$ cat src/hdl/assert_macros.svh
// Assertion macros used by the top level of the command register block.
`ifndef ASSERT_MACROS_SVH
`define ASSERT_MACROS_SVH

// Checks an implication on every rising clock edge outside reset.
`define ASSERT_CLKD(label, clk, rst, prop, msg) \
   label: assert property (@(posedge clk) disable iff (rst) prop) else $error(msg);

// Checks a property on every rising clock edge, during reset as well.
`define ASSERT_ALWAYS(label, clk, prop, msg) \
   label: assert property (@(posedge clk) prop) else $error(msg);

`endif

$ cat src/hdl/scr_pkg.sv
// Types and opcode constants of the spectrometer command register block.
`default_nettype none

package scr_pkg;

   localparam int DATA_W  = 24;
   localparam int VALUE_W = 16;
   localparam int SETPT_W = 12;

   localparam logic REQ_WRITE = 1'b0;
   localparam logic REQ_READ  = 1'b1;

   // Write opcodes.
   localparam logic [7:0] OP_WR_INTEG_TIME  = 8'hB2;
   localparam logic [7:0] OP_WR_GAIN_EVEN   = 8'hB7;
   localparam logic [7:0] OP_WR_GAIN_ODD    = 8'h9D;
   localparam logic [7:0] OP_WR_OFFSET_EVEN = 8'hB6;
   localparam logic [7:0] OP_WR_OFFSET_ODD  = 8'h9C;
   localparam logic [7:0] OP_WR_COOLER_ON   = 8'hD6;
   localparam logic [7:0] OP_WR_COOLER_SETP = 8'hD8;
   localparam logic [7:0] OP_WR_LASER_ON    = 8'hBE;
   localparam logic [7:0] OP_WR_HIGH_GAIN   = 8'hEB;
   localparam logic [7:0] OP_WR_ACQUIRE     = 8'hAD;

   // Read opcodes.
   localparam logic [7:0] OP_RD_INTEG_TIME  = 8'hBF;
   localparam logic [7:0] OP_RD_GAIN_EVEN   = 8'hC5;
   localparam logic [7:0] OP_RD_GAIN_ODD    = 8'h9F;
   localparam logic [7:0] OP_RD_OFFSET_EVEN = 8'hC4;
   localparam logic [7:0] OP_RD_OFFSET_ODD  = 8'h9E;
   localparam logic [7:0] OP_RD_COOLER_ON   = 8'hDA;
   localparam logic [7:0] OP_RD_LASER_ON    = 8'hE2;
   localparam logic [7:0] OP_RD_HIGH_GAIN   = 8'hEC;

   // Configuration register indexes.
   localparam logic [1:0] CSR_MODEL_INGAAS    = 2'd0;
   localparam logic [1:0] CSR_COOLING_PRESENT = 2'd1;
   localparam logic [1:0] CSR_LASER_PRESENT   = 2'd2;

   localparam logic [VALUE_W-1:0] GAIN_RESET = 16'h0100;

   typedef enum logic [1:0] {
      ST_OK          = 2'd0,
      ST_UNKNOWN     = 2'd1,
      ST_UNSUPPORTED = 2'd2
   } status_type;

   typedef struct packed {
      logic model_ingaas;
      logic cooling_present;
      logic laser_present;
   } cfg_type;

   typedef struct packed {
      logic               rd;
      logic [7:0]         opcode;
      logic [VALUE_W-1:0] value;
      logic [VALUE_W-1:0] index;
   } req_type;

endpackage

`default_nettype wire

$ cat src/hdl/scr_regs.sv
// Command register file with opcode decode, read mux and write update.
`default_nettype none

module scr_regs (
   input  wire logic                       clock,
   input  wire logic                       reset,
   input  wire logic                       fire,
   input  wire scr_pkg::cfg_type           cfg,
   input  wire scr_pkg::req_type           req,
   output logic [scr_pkg::DATA_W-1:0]      read_data,
   output scr_pkg::status_type             status
);
   import scr_pkg::*;

   logic [DATA_W-1:0]  integ_time_ff,  integ_time_in;
   logic [VALUE_W-1:0] gain_even_ff,   gain_even_in;
   logic [VALUE_W-1:0] gain_odd_ff,    gain_odd_in;
   logic [VALUE_W-1:0] offset_even_ff, offset_even_in;
   logic [VALUE_W-1:0] offset_odd_ff,  offset_odd_in;
   logic               cooler_on_ff,   cooler_on_in;
   logic [SETPT_W-1:0] cooler_setp_ff, cooler_setp_in;
   logic               laser_on_ff,    laser_on_in;
   logic               high_gain_ff,   high_gain_in;

   logic               flag;
   logic [DATA_W-1:0]  integ_req;

   assign flag      = (req.value != '0);
   assign integ_req = {req.index[7:0], req.value};

   always_comb begin
      integ_time_in  = integ_time_ff;
      gain_even_in   = gain_even_ff;
      gain_odd_in    = gain_odd_ff;
      offset_even_in = offset_even_ff;
      offset_odd_in  = offset_odd_ff;
      cooler_on_in   = cooler_on_ff;
      cooler_setp_in = cooler_setp_ff;
      laser_on_in    = laser_on_ff;
      high_gain_in   = high_gain_ff;
      read_data      = '0;
      status         = ST_UNKNOWN;
      if (req.rd == REQ_READ) begin
         unique case (req.opcode)
            OP_RD_INTEG_TIME: begin
               read_data = integ_time_ff;
               status    = ST_OK;
            end
            OP_RD_GAIN_EVEN: begin
               read_data = DATA_W'(gain_even_ff);
               status    = ST_OK;
            end
            OP_RD_OFFSET_EVEN: begin
               read_data = DATA_W'(offset_even_ff);
               status    = ST_OK;
            end
            OP_RD_GAIN_ODD: begin
               if (cfg.model_ingaas) begin
                  read_data = DATA_W'(gain_odd_ff);
                  status    = ST_OK;
               end else begin
                  status = ST_UNSUPPORTED;
               end
            end
            OP_RD_OFFSET_ODD: begin
               if (cfg.model_ingaas) begin
                  read_data = DATA_W'(offset_odd_ff);
                  status    = ST_OK;
               end else begin
                  status = ST_UNSUPPORTED;
               end
            end
            OP_RD_COOLER_ON: begin
               if (cfg.cooling_present) begin
                  read_data = DATA_W'(cooler_on_ff);
                  status    = ST_OK;
               end else begin
                  status = ST_UNSUPPORTED;
               end
            end
            OP_RD_LASER_ON: begin
               if (cfg.laser_present) begin
                  read_data = DATA_W'(laser_on_ff);
                  status    = ST_OK;
               end else begin
                  status = ST_UNSUPPORTED;
               end
            end
            OP_RD_HIGH_GAIN: begin
               if (cfg.model_ingaas) begin
                  read_data = DATA_W'(high_gain_ff);
                  status    = ST_OK;
               end else begin
                  status = ST_UNSUPPORTED;
               end
            end
            default: status = ST_UNKNOWN;
         endcase
      end else begin
         unique case (req.opcode)
            OP_WR_INTEG_TIME: begin
               // A zero integration time is stored as one.
               integ_time_in = (integ_req == '0) ? DATA_W'(1) : integ_req;
               status        = ST_OK;
            end
            OP_WR_GAIN_EVEN: begin
               gain_even_in = req.value;
               status       = ST_OK;
            end
            OP_WR_OFFSET_EVEN: begin
               offset_even_in = req.value;
               status         = ST_OK;
            end
            OP_WR_LASER_ON: begin
               laser_on_in = flag;
               status      = ST_OK;
            end
            OP_WR_ACQUIRE: status = ST_OK;
            OP_WR_GAIN_ODD: begin
               if (cfg.model_ingaas) begin
                  gain_odd_in = req.value;
                  status      = ST_OK;
               end else begin
                  status = ST_UNSUPPORTED;
               end
            end
            OP_WR_OFFSET_ODD: begin
               if (cfg.model_ingaas) begin
                  offset_odd_in = req.value;
                  status        = ST_OK;
               end else begin
                  status = ST_UNSUPPORTED;
               end
            end
            OP_WR_HIGH_GAIN: begin
               if (cfg.model_ingaas) begin
                  high_gain_in = flag;
                  status       = ST_OK;
               end else begin
                  status = ST_UNSUPPORTED;
               end
            end
            OP_WR_COOLER_ON: begin
               if (cfg.cooling_present) begin
                  cooler_on_in = flag;
                  status       = ST_OK;
               end else begin
                  status = ST_UNSUPPORTED;
               end
            end
            OP_WR_COOLER_SETP: begin
               if (cfg.cooling_present) begin
                  cooler_setp_in = req.value[SETPT_W-1:0];
                  status         = ST_OK;
               end else begin
                  status = ST_UNSUPPORTED;
               end
            end
            default: status = ST_UNKNOWN;
         endcase
      end
   end

   always_ff @(posedge clock) begin
      if (reset) begin
         integ_time_ff  <= DATA_W'(1);
         gain_even_ff   <= GAIN_RESET;
         gain_odd_ff    <= GAIN_RESET;
         offset_even_ff <= '0;
         offset_odd_ff  <= '0;
         cooler_on_ff   <= 1'b0;
         cooler_setp_ff <= '0;
         laser_on_ff    <= 1'b0;
         high_gain_ff   <= 1'b0;
      end else if (fire) begin
         integ_time_ff  <= integ_time_in;
         gain_even_ff   <= gain_even_in;
         gain_odd_ff    <= gain_odd_in;
         offset_even_ff <= offset_even_in;
         offset_odd_ff  <= offset_odd_in;
         cooler_on_ff   <= cooler_on_in;
         cooler_setp_ff <= cooler_setp_in;
         laser_on_ff    <= laser_on_in;
         high_gain_ff   <= high_gain_in;
      end
   end

endmodule

`default_nettype wire

$ cat src/hdl/spectrometer_command_registers_core.sv
// Top level of the spectrometer command register block.
//
//   Channel  Direction  Handshake            Contents
//   req      in         req_valid/req_stall  req_type, req_opcode, req_value, req_index
//   rsp      out        rsp_valid/rsp_stall  rsp_read_data, rsp_status
//   csr      in         csr_valid/csr_ready  csr_index, csr_wdata
//
// Each access passes through an input register, then the opcode decode and register
// update, then the result register. One access is taken every cycle while rsp is not
// stalled. A stall on rsp holds the result register and then the input register before
// req is stalled. Reset clears the valid flags, the configuration bits and returns every
// command register to its default.
`default_nettype none

module spectrometer_command_registers_core (
   input  wire logic                          clock,
   input  wire logic                          reset,
   input  wire logic                          req_valid,
   output logic                               req_stall,
   input  wire logic                          req_type,
   input  wire logic [7:0]                    req_opcode,
   input  wire logic [scr_pkg::VALUE_W-1:0]   req_value,
   input  wire logic [scr_pkg::VALUE_W-1:0]   req_index,
   output logic                               rsp_valid,
   input  wire logic                          rsp_stall,
   output logic [scr_pkg::DATA_W-1:0]         rsp_read_data,
   output logic [1:0]                         rsp_status,
   input  wire logic                          csr_valid,
   output logic                               csr_ready,
   input  wire logic [1:0]                    csr_index,
   input  wire logic                          csr_wdata
);
   import scr_pkg::*;

   `include "assert_macros.svh"

   cfg_type           cfg_ff, cfg_in;
   logic              s1_valid_ff, s1_valid_in;
   scr_pkg::req_type  s1_req_ff;
   logic              rsp_valid_ff, rsp_valid_in;
   logic [DATA_W-1:0] rsp_data_ff;
   status_type        rsp_status_ff;
   logic              rsp_open;
   logic              fire;
   logic              req_take;
   logic [DATA_W-1:0] dec_data;
   status_type        dec_status;

   assign csr_ready = 1'b1;

   always_comb begin
      cfg_in = cfg_ff;
      if (csr_valid && csr_ready) begin
         unique case (csr_index)
            CSR_MODEL_INGAAS:    cfg_in.model_ingaas    = csr_wdata;
            CSR_COOLING_PRESENT: cfg_in.cooling_present = csr_wdata;
            CSR_LASER_PRESENT:   cfg_in.laser_present   = csr_wdata;
            default:             cfg_in = cfg_ff;
         endcase
      end
   end

   assign rsp_open     = !rsp_valid_ff || !rsp_stall;
   assign fire         = s1_valid_ff && rsp_open;
   assign req_stall    = s1_valid_ff && !rsp_open;
   assign req_take     = req_valid && !req_stall;
   assign s1_valid_in  = req_take || (s1_valid_ff && !fire);
   assign rsp_valid_in = fire || (rsp_valid_ff && rsp_stall);

   scr_regs u_regs (
      .clock     (clock),
      .reset     (reset),
      .fire      (fire),
      .cfg       (cfg_ff),
      .req       (s1_req_ff),
      .read_data (dec_data),
      .status    (dec_status)
   );

   always_ff @(posedge clock) begin
      if (reset) begin
         cfg_ff       <= '0;
         s1_valid_ff  <= 1'b0;
         rsp_valid_ff <= 1'b0;
      end else begin
         cfg_ff       <= cfg_in;
         s1_valid_ff  <= s1_valid_in;
         rsp_valid_ff <= rsp_valid_in;
      end
   end

   always_ff @(posedge clock) begin
      if (req_take) begin
         s1_req_ff <= '{rd: req_type, opcode: req_opcode, value: req_value, index: req_index};
      end
      if (fire) begin
         rsp_data_ff   <= dec_data;
         rsp_status_ff <= dec_status;
      end
   end

   assign rsp_valid     = rsp_valid_ff;
   assign rsp_read_data = rsp_data_ff;
   assign rsp_status    = rsp_status_ff;

   `ASSERT_CLKD(a_err_no_data, clock, reset,
      (rsp_valid && rsp_status != ST_OK) |-> (rsp_read_data == '0), "failed access carries data")
   `ASSERT_CLKD(a_rsp_drains, clock, reset,
      (rsp_valid && !rsp_stall && !fire) |=> !rsp_valid, "result repeated after transfer")
   `ASSERT_CLKD(a_req_held, clock, reset,
      (req_valid && !req_stall) |=> s1_valid_ff, "accepted access lost")
   `ASSERT_ALWAYS(a_reset_idle, clock,
      $past(reset) |-> (!rsp_valid && !req_stall), "block not idle after reset")

endmodule

`default_nettype wire
$ cat config.mk
export PLATFORM = sky130hd
export DESIGN_NAME = spectrometer_command_registers_core
export DESIGN_NICKNAME = d
export VERILOG_FILES = /design/src/hdl/scr_pkg.sv /design/src/hdl/scr_regs.sv /design/src/hdl/spectrometer_command_registers_core.sv
export VERILOG_INCLUDE_DIRS = /design/src /design/src/hdl
export SDC_FILE = /design/constraint.sdc
export NUM_CORES = 1
export LEC_CHECK = 0
export BUFFER_PORTS_ARGS = -buffer_cell sky130_fd_sc_hd__buf_2
export CORE_MARGIN = 2
export CORE_UTILIZATION = 58
export CTS_BUF_LIST = sky130_fd_sc_hd__clkbuf_4 sky130_fd_sc_hd__clkbuf_8
export CTS_CLUSTER_SIZE = 10
export DETAILED_ROUTE_END_ITERATION = 16
export PLACE_DENSITY = 0.86
export SETUP_SLACK_MARGIN = 0.4
export SYNTH_ARGS = -nofsm -noshare
export SYNTH_HDL_FRONTEND = slang
export SYNTH_SLANG_ARGS = --single-unit
$ cat constraint.sdc
create_clock -name clock -period 4.1 [get_ports clock]
set_clock_uncertainty 0.15 [all_clocks]
set_input_delay 0.205 -clock clock [delete_from_list [all_inputs] [get_ports clock]]
set_output_delay 0.205 -clock clock [all_outputs]
set_load 0.05 [all_outputs]
==> flow_summary.rst, run 1 <==
.. list-table::
   :header-rows: 1

   * - Metric
     - Value
   * - Status
     - finished clean
   * - Most numerous cell types in the synthesized netlist
     - sky130_fd_sc_hd__dfxtp_1, sky130_fd_sc_hd__nor2_1, sky130_fd_sc_hd__mux2i_1, sky130_fd_sc_hd__nand2_1, sky130_fd_sc_hd__edfxtp_1
   * - DRC violations left
     - 0
   * - Stages on the worst setup path
     - 6
   * - Global route total overflow
     - 0
   * - Area delta synth->final
     - 19.4%
   * - Portion of synthesized cell area occupied by the leading cell type
     - 31.0%
   * - Top fanout value on the critical path
     - 9
   * - Ranking of synthesized cells by area
     - sky130_fd_sc_hd__dfxtp_1, sky130_fd_sc_hd__edfxtp_1, sky130_fd_sc_hd__mux2i_1, sky130_fd_sc_hd__nor2_1, sky130_fd_sc_hd__nand2_1
   * - Antenna diode count
     - 0
   * - Kind of critical path
     - reg2reg
   * - Core region area
     - 10,400 sq um
   * - Final Max Tran Viols
     - 0
   * - Number of different library cells in the post-synthesis netlist
     - 47
   * - Library cell occupying the most area in the post-synthesis netlist
     - sky130_fd_sc_hd__dfxtp_1
   * - Static Leakage
     - 2.75 nW
   * - CTS Buf Count
     - 17
   * - Overall routing resource usage
     - 27.2%
   * - Final number of hold-violating endpoints
     - 0
   * - Depth of the worst hold-timing path
     - 4
   * - H-tree lvl count
     - 4
   * - Slew @ Worst Pin
     - 1130 ps
   * - Post-DP HPWL
     - 9050 um
   * - Final routed wire length divided by cell count
     - 18.0 um
   * - Relative slew slack
     - 24.8%
   * - Gp weighted congestion
     - 0.895
   * - RSZ-0062 raised after global routing
     - false
   * - Clock sink count
     - 155
   * - Synthesized cell area
     - 6200 sq um
   * - Mean number of vias per cell
     - 5.87
   * - Die Area
     - 11,500 sq um
   * - Net total in the final layout
     - 714
   * - First DRT Iteration DRCs
     - 549
   * - Die Ht
     - 107 um
   * - Total of max-cap violations
     - 0
   * - Max stage delay cell, worst path
     - sky130_fd_sc_hd__edfxtp_1
   * - Maximum number of pins on one net before global-route repair
     - 63
   * - Startpoint kind of the worst setup timing path
     - register
   * - Number of fillers in the final layout
     - 746
   * - Average cell area after synthesis
     - 11.0 sq um
   * - Clock-pin slew on the worst setup and hold paths
     - 90 ps
   * - Final worst-path cycle share
     - 67.6%
   * - Clk_lat worst skew
     - 470 ps
   * - Count of final setup violators
     - 0
   * - Initial DRT Pass Iterations
     - 6
   * - Final total negative setup slack
     - 0 ps
   * - Fraction of registers with async set/reset
     - 0%
   * - Number of flops mapped to enable cells by yosys
     - 59
   * - Maximum ir drop on the vdd rail
     - 0.281 mV
   * - Wire length of the first global-routing pass
     - 23,800 um
   * - Number of global-route vias before repair
     - 4,868
   * - HP Start
     - csr_valid
   * - Effective utilization at floorplan
     - 59.8%
   * - Launching point of the worst reg2reg path
     - s1_req_ff[35]
   * - Number of buffer cells added on primary ports
     - 68
   * - Post-layout min period
     - 2770 ps
   * - Setup slack after layout
     - 1330 ps
   * - Via count
     - 4,782
   * - Buffers from clock root to sink, at most
     - 2
   * - Post-detailed-routing wire length
     - 14,600 um
   * - Pre-CTS setup slack
     - 1390 ps
   * - Share of cells above drive strength 1
     - 18.3%
   * - Cell Chain, Critical Path
     - nand2b_1, or4_1, nor3_2, buf_4, a222oi_1, a21oi_1
   * - Launch point of the worst path
     - s1_req_ff[35]
   * - Buffer type at the clock tree root
     - sky130_fd_sc_hd__clkbuf_8
   * - Initial antenna violation count
     - 0
   * - X dimension of the die
     - 107 um
   * - Delay of the slowest cell on the worst path
     - 530 ps
   * - Net count of the mapped netlist
     - 612
   * - Site Rows
     - 37
   * - Cell family with most CP delay
     - simple AND/OR/NAND/NOR gates
   * - Most instantiated library cell after synthesis
     - sky130_fd_sc_hd__dfxtp_1
   * - Worst Path Required
     - 4250 ps
   * - Synth Instances
     - 563
   * - Number of antenna-violating nets in the routed design
     - 0
   * - I/O Pins
     - 78
   * - Synth warn
     - 0
   * - Critical path arrival
     - 2920 ps
   * - Hold Crit Class
     - in2reg
   * - FF+latch count, synth
     - 155
   * - Power Density
     - 392 nW/um^2
   * - Prevailing post-synth register cell
     - sky130_fd_sc_hd__dfxtp_1
   * - Number of setup buffers added after CTS
     - 0
   * - Element type at the critical path end
     - register
   * - Worst Reg-to-Reg Cells
     - 6
   * - CTS tree
     - built
   * - Fmax achieved
     - 361 MHz
   * - Total power consumption of the routed design
     - 2.90 mW
   * - Number of buffer and inverter stages on the critical path
     - 1
   * - Sequential element share of the synthesized area
     - 59.6%
==> flip-flops by register name, indices dropped and copies added, names as in the netlist, 3 cells and up <==
signal / count
u_regs.gain_odd_ff: 16
u_regs.gain_even_ff: 16
u_regs.integ_time_ff: 24
u_regs.offset_even_ff: 16
u_regs.offset_odd_ff: 16
s1_req_ff: 33
rsp_read_data: 24
cfg_ff: 3
==> layout by cell type (no fill, tap or decap), drive strengths merged, types with 15 or more instances in the layout <==
master	instances
a21oi	43
a222oi	16
a22o	15
buf	82
clkbuf	19
dfxtp	96
dlygate4sd3	38
edfxtp	59
mux2i	67
nand2	67
nor2	80
==> cell families after synthesis <==
| kind of cell | count (synthesis) | synth area share (%) |
|---|---|---|
| simple gates | 206 | 15.7 |
| flops | 155 | 59.6 |
| compound gates | 91 | 10.5 |
| mux | 67 | 10.8 |
| buf+inv | 43 | 3.29 |
| other cells | 1 | 0.0605 |
==> worst min-delay path: stages <==
cell and delay, ps:
sky130_fd_sc_hd__buf_2 100, sky130_fd_sc_hd__and3b_1 170, sky130_fd_sc_hd__a21oi_1 70, sky130_fd_sc_hd__nor2_1 70
==> final cells by class <==
cell class	instances	area (sq um)	area share (%)
clock buffer	19	255	3.45
clock inverter	13	108	1.45
inverter	6	22.5	0.304
multi-input combinational	365	2320	31.4
sequential	155	3690	49.9
tap	136	170	2.30
timing repair buffer	120	826	11.2
==> where the power goes <==
part / switching (mW) / internal (mW) / total [mW] / leakage (nW)
Sequential: 0.0373 / 1.63 / 1.67 / 1.34
Combinational: 0.101 / 0.0596 / 0.160 / 1.22
Clock: 0.615 / 0.459 / 1.07 / 0.195
Total: 0.752 / 2.15 / 2.90 / 2.75
==> what timing repair did <==
action | in CTS | in global routing
hold endpoints to repair | 38 | 0
gates resized for setup | 0 | 0
hold buffers | 38 | 0
==> layer usage <==
metal  vias to the layer above  GRT usage (%)  share of wire, %
met3                        27           5.93               7.1
met1                      2286           34.0                42
met5                         -              0                 0
met4                         0           12.7               2.1
li1                       2247              -                 -
met2                       222           45.2                49
==> path summary, 6_finish.rpt <==
kind,slack (ps),end
max,1330,rsp_read_data[8]
min,20,cfg_ff[1]
max reg2reg,1330,rsp_read_data[8]
min reg2reg,310,u_regs.integ_time_ff[23]
==> per-stage QoR <==
step	utilization [%]	hold WS (ps)	area, sq um	instances
2_1_floorplan	-	154	6200	563
3_3_place_gp	64.2	231	6660	744
3_5_place_dp	64.2	233	6660	744
4_1_cts	71.4	17.9	7400	814
5_1_grt	71.4	80.8	7400	814
6_report	71.4	19.7	7400	814
(Power assumes the default switching activity.)
==> run 2, diff against run 1 <==
Settings changed: CORE_UTILIZATION 58 to 54, PLACE_DENSITY 0.86 to 0.84.
Clock period 4.1 ns to 2.26 ns, I/O delays scaled along.
==> flow_summary.rst, run 2 (same netlist as run 1, synthesis figures left out) <==
.. list-table::
   :header-rows: 1

   * - Metric
     - Value
   * - Status
     - complete, but fails checks
   * - Failing checks
     - setup timing
   * - Via count
     - 5,474 (+14%)
   * - Total power consumption of the routed design
     - 5.25 mW (+81%)
   * - Multi-input gate area in the final layout
     - 2630 sq um (+13%)
   * - Number of global-route vias before repair
     - 5,210 (+7.0%)
   * - Count of final setup violators
     - 7 (+7)
   * - Number of buffer cells added on primary ports
     - 68 (unchanged)
   * - Total placed instance area
     - 7050 sq um (+6.0%)
   * - Initial DRT Pass Iterations
     - 7 (+1)
   * - Number of fillers in the final layout
     - 613 (-18%)
   * - Clock-pin slew on the worst setup and hold paths
     - 80 ps (about the same)
   * - Core region area
     - 11,300 sq um (+9.2%)
   * - Hold Crit Class
     - in2reg
   * - X dimension of the die
     - 111 um (+3.5%)
   * - Die Area
     - 12,400 sq um (+7.1%)
   * - Kind of critical path
     - reg2reg
   * - Maximum ir drop on the vdd rail
     - 0.498 mV (+77%)
   * - Site Rows
     - 39 (+5.4%)
   * - Number of antenna-violating nets in the routed design
     - 0 (unchanged)
   * - Startpoint kind of the worst setup timing path
     - register
   * - Worst hold slack
     - 13.6 ps (-6.12 ps)
   * - Final routed wire length divided by cell count
     - 22.0 um (+22%)
   * - Antenna diode count
     - 0 (unchanged)
   * - Effective utilization at floorplan
     - 54.8% (-5.0 points)
   * - CTS tree
     - built
   * - Static Leakage
     - 3.28 nW (+19%)
   * - Clock sink count
     - 155 (unchanged)
   * - Buffer type at the clock tree root
     - sky130_fd_sc_hd__clkbuf_8
   * - Die Ht
     - 111 um (+3.5%)
   * - Most used cells in the layout excluding fill and tap cells
     - sky130_fd_sc_hd__dfxtp_1, sky130_fd_sc_hd__nor2_1, sky130_fd_sc_hd__buf_2, sky130_fd_sc_hd__mux2i_1, sky130_fd_sc_hd__nand2_1
   * - Initial antenna violation count
     - 0 (unchanged)
   * - Global route total overflow
     - 0 (unchanged)
   * - I/O Pins
     - 78 (unchanged)
   * - Relative slew slack
     - 44.6% (+20 points)
   * - Element type at the critical path end
     - register
   * - Wire length of the first global-routing pass
     - 27,200 um (+14%)
   * - First DRT Iteration DRCs
     - 889 (+62%)
   * - Number of cells in the finished layout apart from fillers
     - 889 (+9.2%)
   * - HP Start
     - rsp_stall
   * - Overall routing resource usage
     - 28.2% (+1.0 points)
   * - Post-placement cell count
     - 774 (+4.0%)
   * - DRC violations left
     - 0 (unchanged)
   * - Final Max Tran Viols
     - 0 (unchanged)
   * - Setup slack after layout
     - -45.8 ps (-1380 ps)
   * - Net total in the final layout
     - 782 (+9.5%)
   * - Final number of hold-violating endpoints
     - 0 (unchanged)
   * - Storage element area
     - 3700 sq um (+0.10%)
   * - Area delta synth->final
     - 38.1%
   * - Launch point of the worst path
     - s1_req_ff[37]
   * - Power Density
     - 613 nW/um^2 (+56%)
   * - Final worst-path cycle share
     - 102% (+34 points)
   * - Gp weighted congestion
     - 0.886 (-0.99%)
   * - Maximum number of pins on one net before global-route repair
     - 41 (-35%)
   * - Top fanout value on the critical path
     - 5 (-4)
   * - Critical path arrival
     - 2460 ps (-460 ps)
   * - Register-to-register path setup slack
     - -50 ps (-1380 ps)
   * - Worst Path Required
     - 2410 ps (-1840 ps)
   * - Share of the core filled with cells in the final layout
     - 75.6% (+4.3 points)
   * - Biggest register
     - s1_req_ff
   * - Max FFs per register
     - 33 (unchanged)
   * - Mean number of vias per cell
     - 6.16 (+4.8%)
   * - Share of cells above drive strength 1
     - 31.6% (+13 points)
   * - RSZ-0062 raised after global routing
     - true
   * - H-tree lvl count
     - 4 (unchanged)
   * - Launching point of the worst reg2reg path
     - s1_req_ff[37]
   * - Final std cell area, no fill
     - 8560 sq um (+16%)
   * - Post-detailed-routing wire length
     - 19,500 um (+34%)
   * - Post-layout min period
     - 2310 ps (-465 ps)
   * - Most frequent standard cell in the layout excluding fill and tap cells
     - sky130_fd_sc_hd__dfxtp_1
   * - Total of max-cap violations
     - 0 (unchanged)
   * - Post-DP HPWL
     - 9670 um (+6.9%)
   * - CTS Buf Count
     - 17 (unchanged)
   * - Slew @ Worst Pin
     - 831 ps (-298 ps)
   * - Fmax achieved
     - 434 MHz (+20%)
   * - Clk_lat worst skew
     - 450 ps (-20 ps)
   * - Buffers from clock root to sink, at most
     - 2 (unchanged)
==> run 2: cell types whose count changed in the layout (fill, tap and decap cells not counted), moves of 12 or more <==
cell / delta
sky130_fd_sc_hd__a21oi_2: +18
sky130_fd_sc_hd__a21oi_1: -19
sky130_fd_sc_hd__buf_12: +12
sky130_fd_sc_hd__buf_4: +26
sky130_fd_sc_hd__buf_6: +19
==> run 2: critical path: stages, from the launching register on <==
cell and delay [ps]:
sky130_fd_sc_hd__edfxtp_1 480, sky130_fd_sc_hd__nand2b_2 300, sky130_fd_sc_hd__or2_4 300, sky130_fd_sc_hd__nor3_4 300, sky130_fd_sc_hd__buf_4 180, sky130_fd_sc_hd__buf_12 130, sky130_fd_sc_hd__mux2i_1 240, sky130_fd_sc_hd__nor2_1 80
==> run 2: cell type report <==
type | instances | area share, %
flip-flops and latches | 155 | 43.2
inverters | 6 | 0.263
multi-input cells | 365 | 30.7
repair buffers | 188 | 19.9
clock buffers | 20 | 3.00
well taps | 143 | 2.09
clock inverters | 12 | 0.892
==> run 2: per-stage QoR <==
step	setup TNS, ps	setup slack (ps)
after CTS	0	130
after global placement	0	60.3
after global routing	-917	-84.7
after detailed placement	0	67.7
final	-96.7	-45.8
after floorplan	-4570	-186
==> run 2: path summary, 6_finish.rpt <==
kind                                            endpoint  depth (start not counted)
worst max-delay path               u_regs.gain_odd_ff[6]                          7
worst min-delay path                         s1_valid_ff                          4
worst max register to register     u_regs.gain_odd_ff[6]                          7
worst min register to register  u_regs.integ_time_ff[20]                          2
==> run 2: routing by layer <==
metal  up-vias  track usage, %  wire (um)
met4         0            11.8        996
met5         -               0          0
met3       104            6.07       2020
met2       412            47.2       9320
li1       2384               -          -
met1      2574            35.7       7210
==> run 2: repair_timing <==
item | in CTS | in global routing
hold endpoints to repair | 38 | 0
buffers inserted | 18 | 16
pin swaps | 15 | 13
setup endpoints to repair | 115 | 117
gates cloned | 6 | 2
hold buffers | 41 | 0
resized for setup | 50 | 22
==> run 2: power breakdown <==
part	switching [mW]	leakage (nW)	internal [mW]
combinational	0.239	1.77	0.166
sequential	0.0640	1.34	2.96
clock	1.04	0.178	0.786
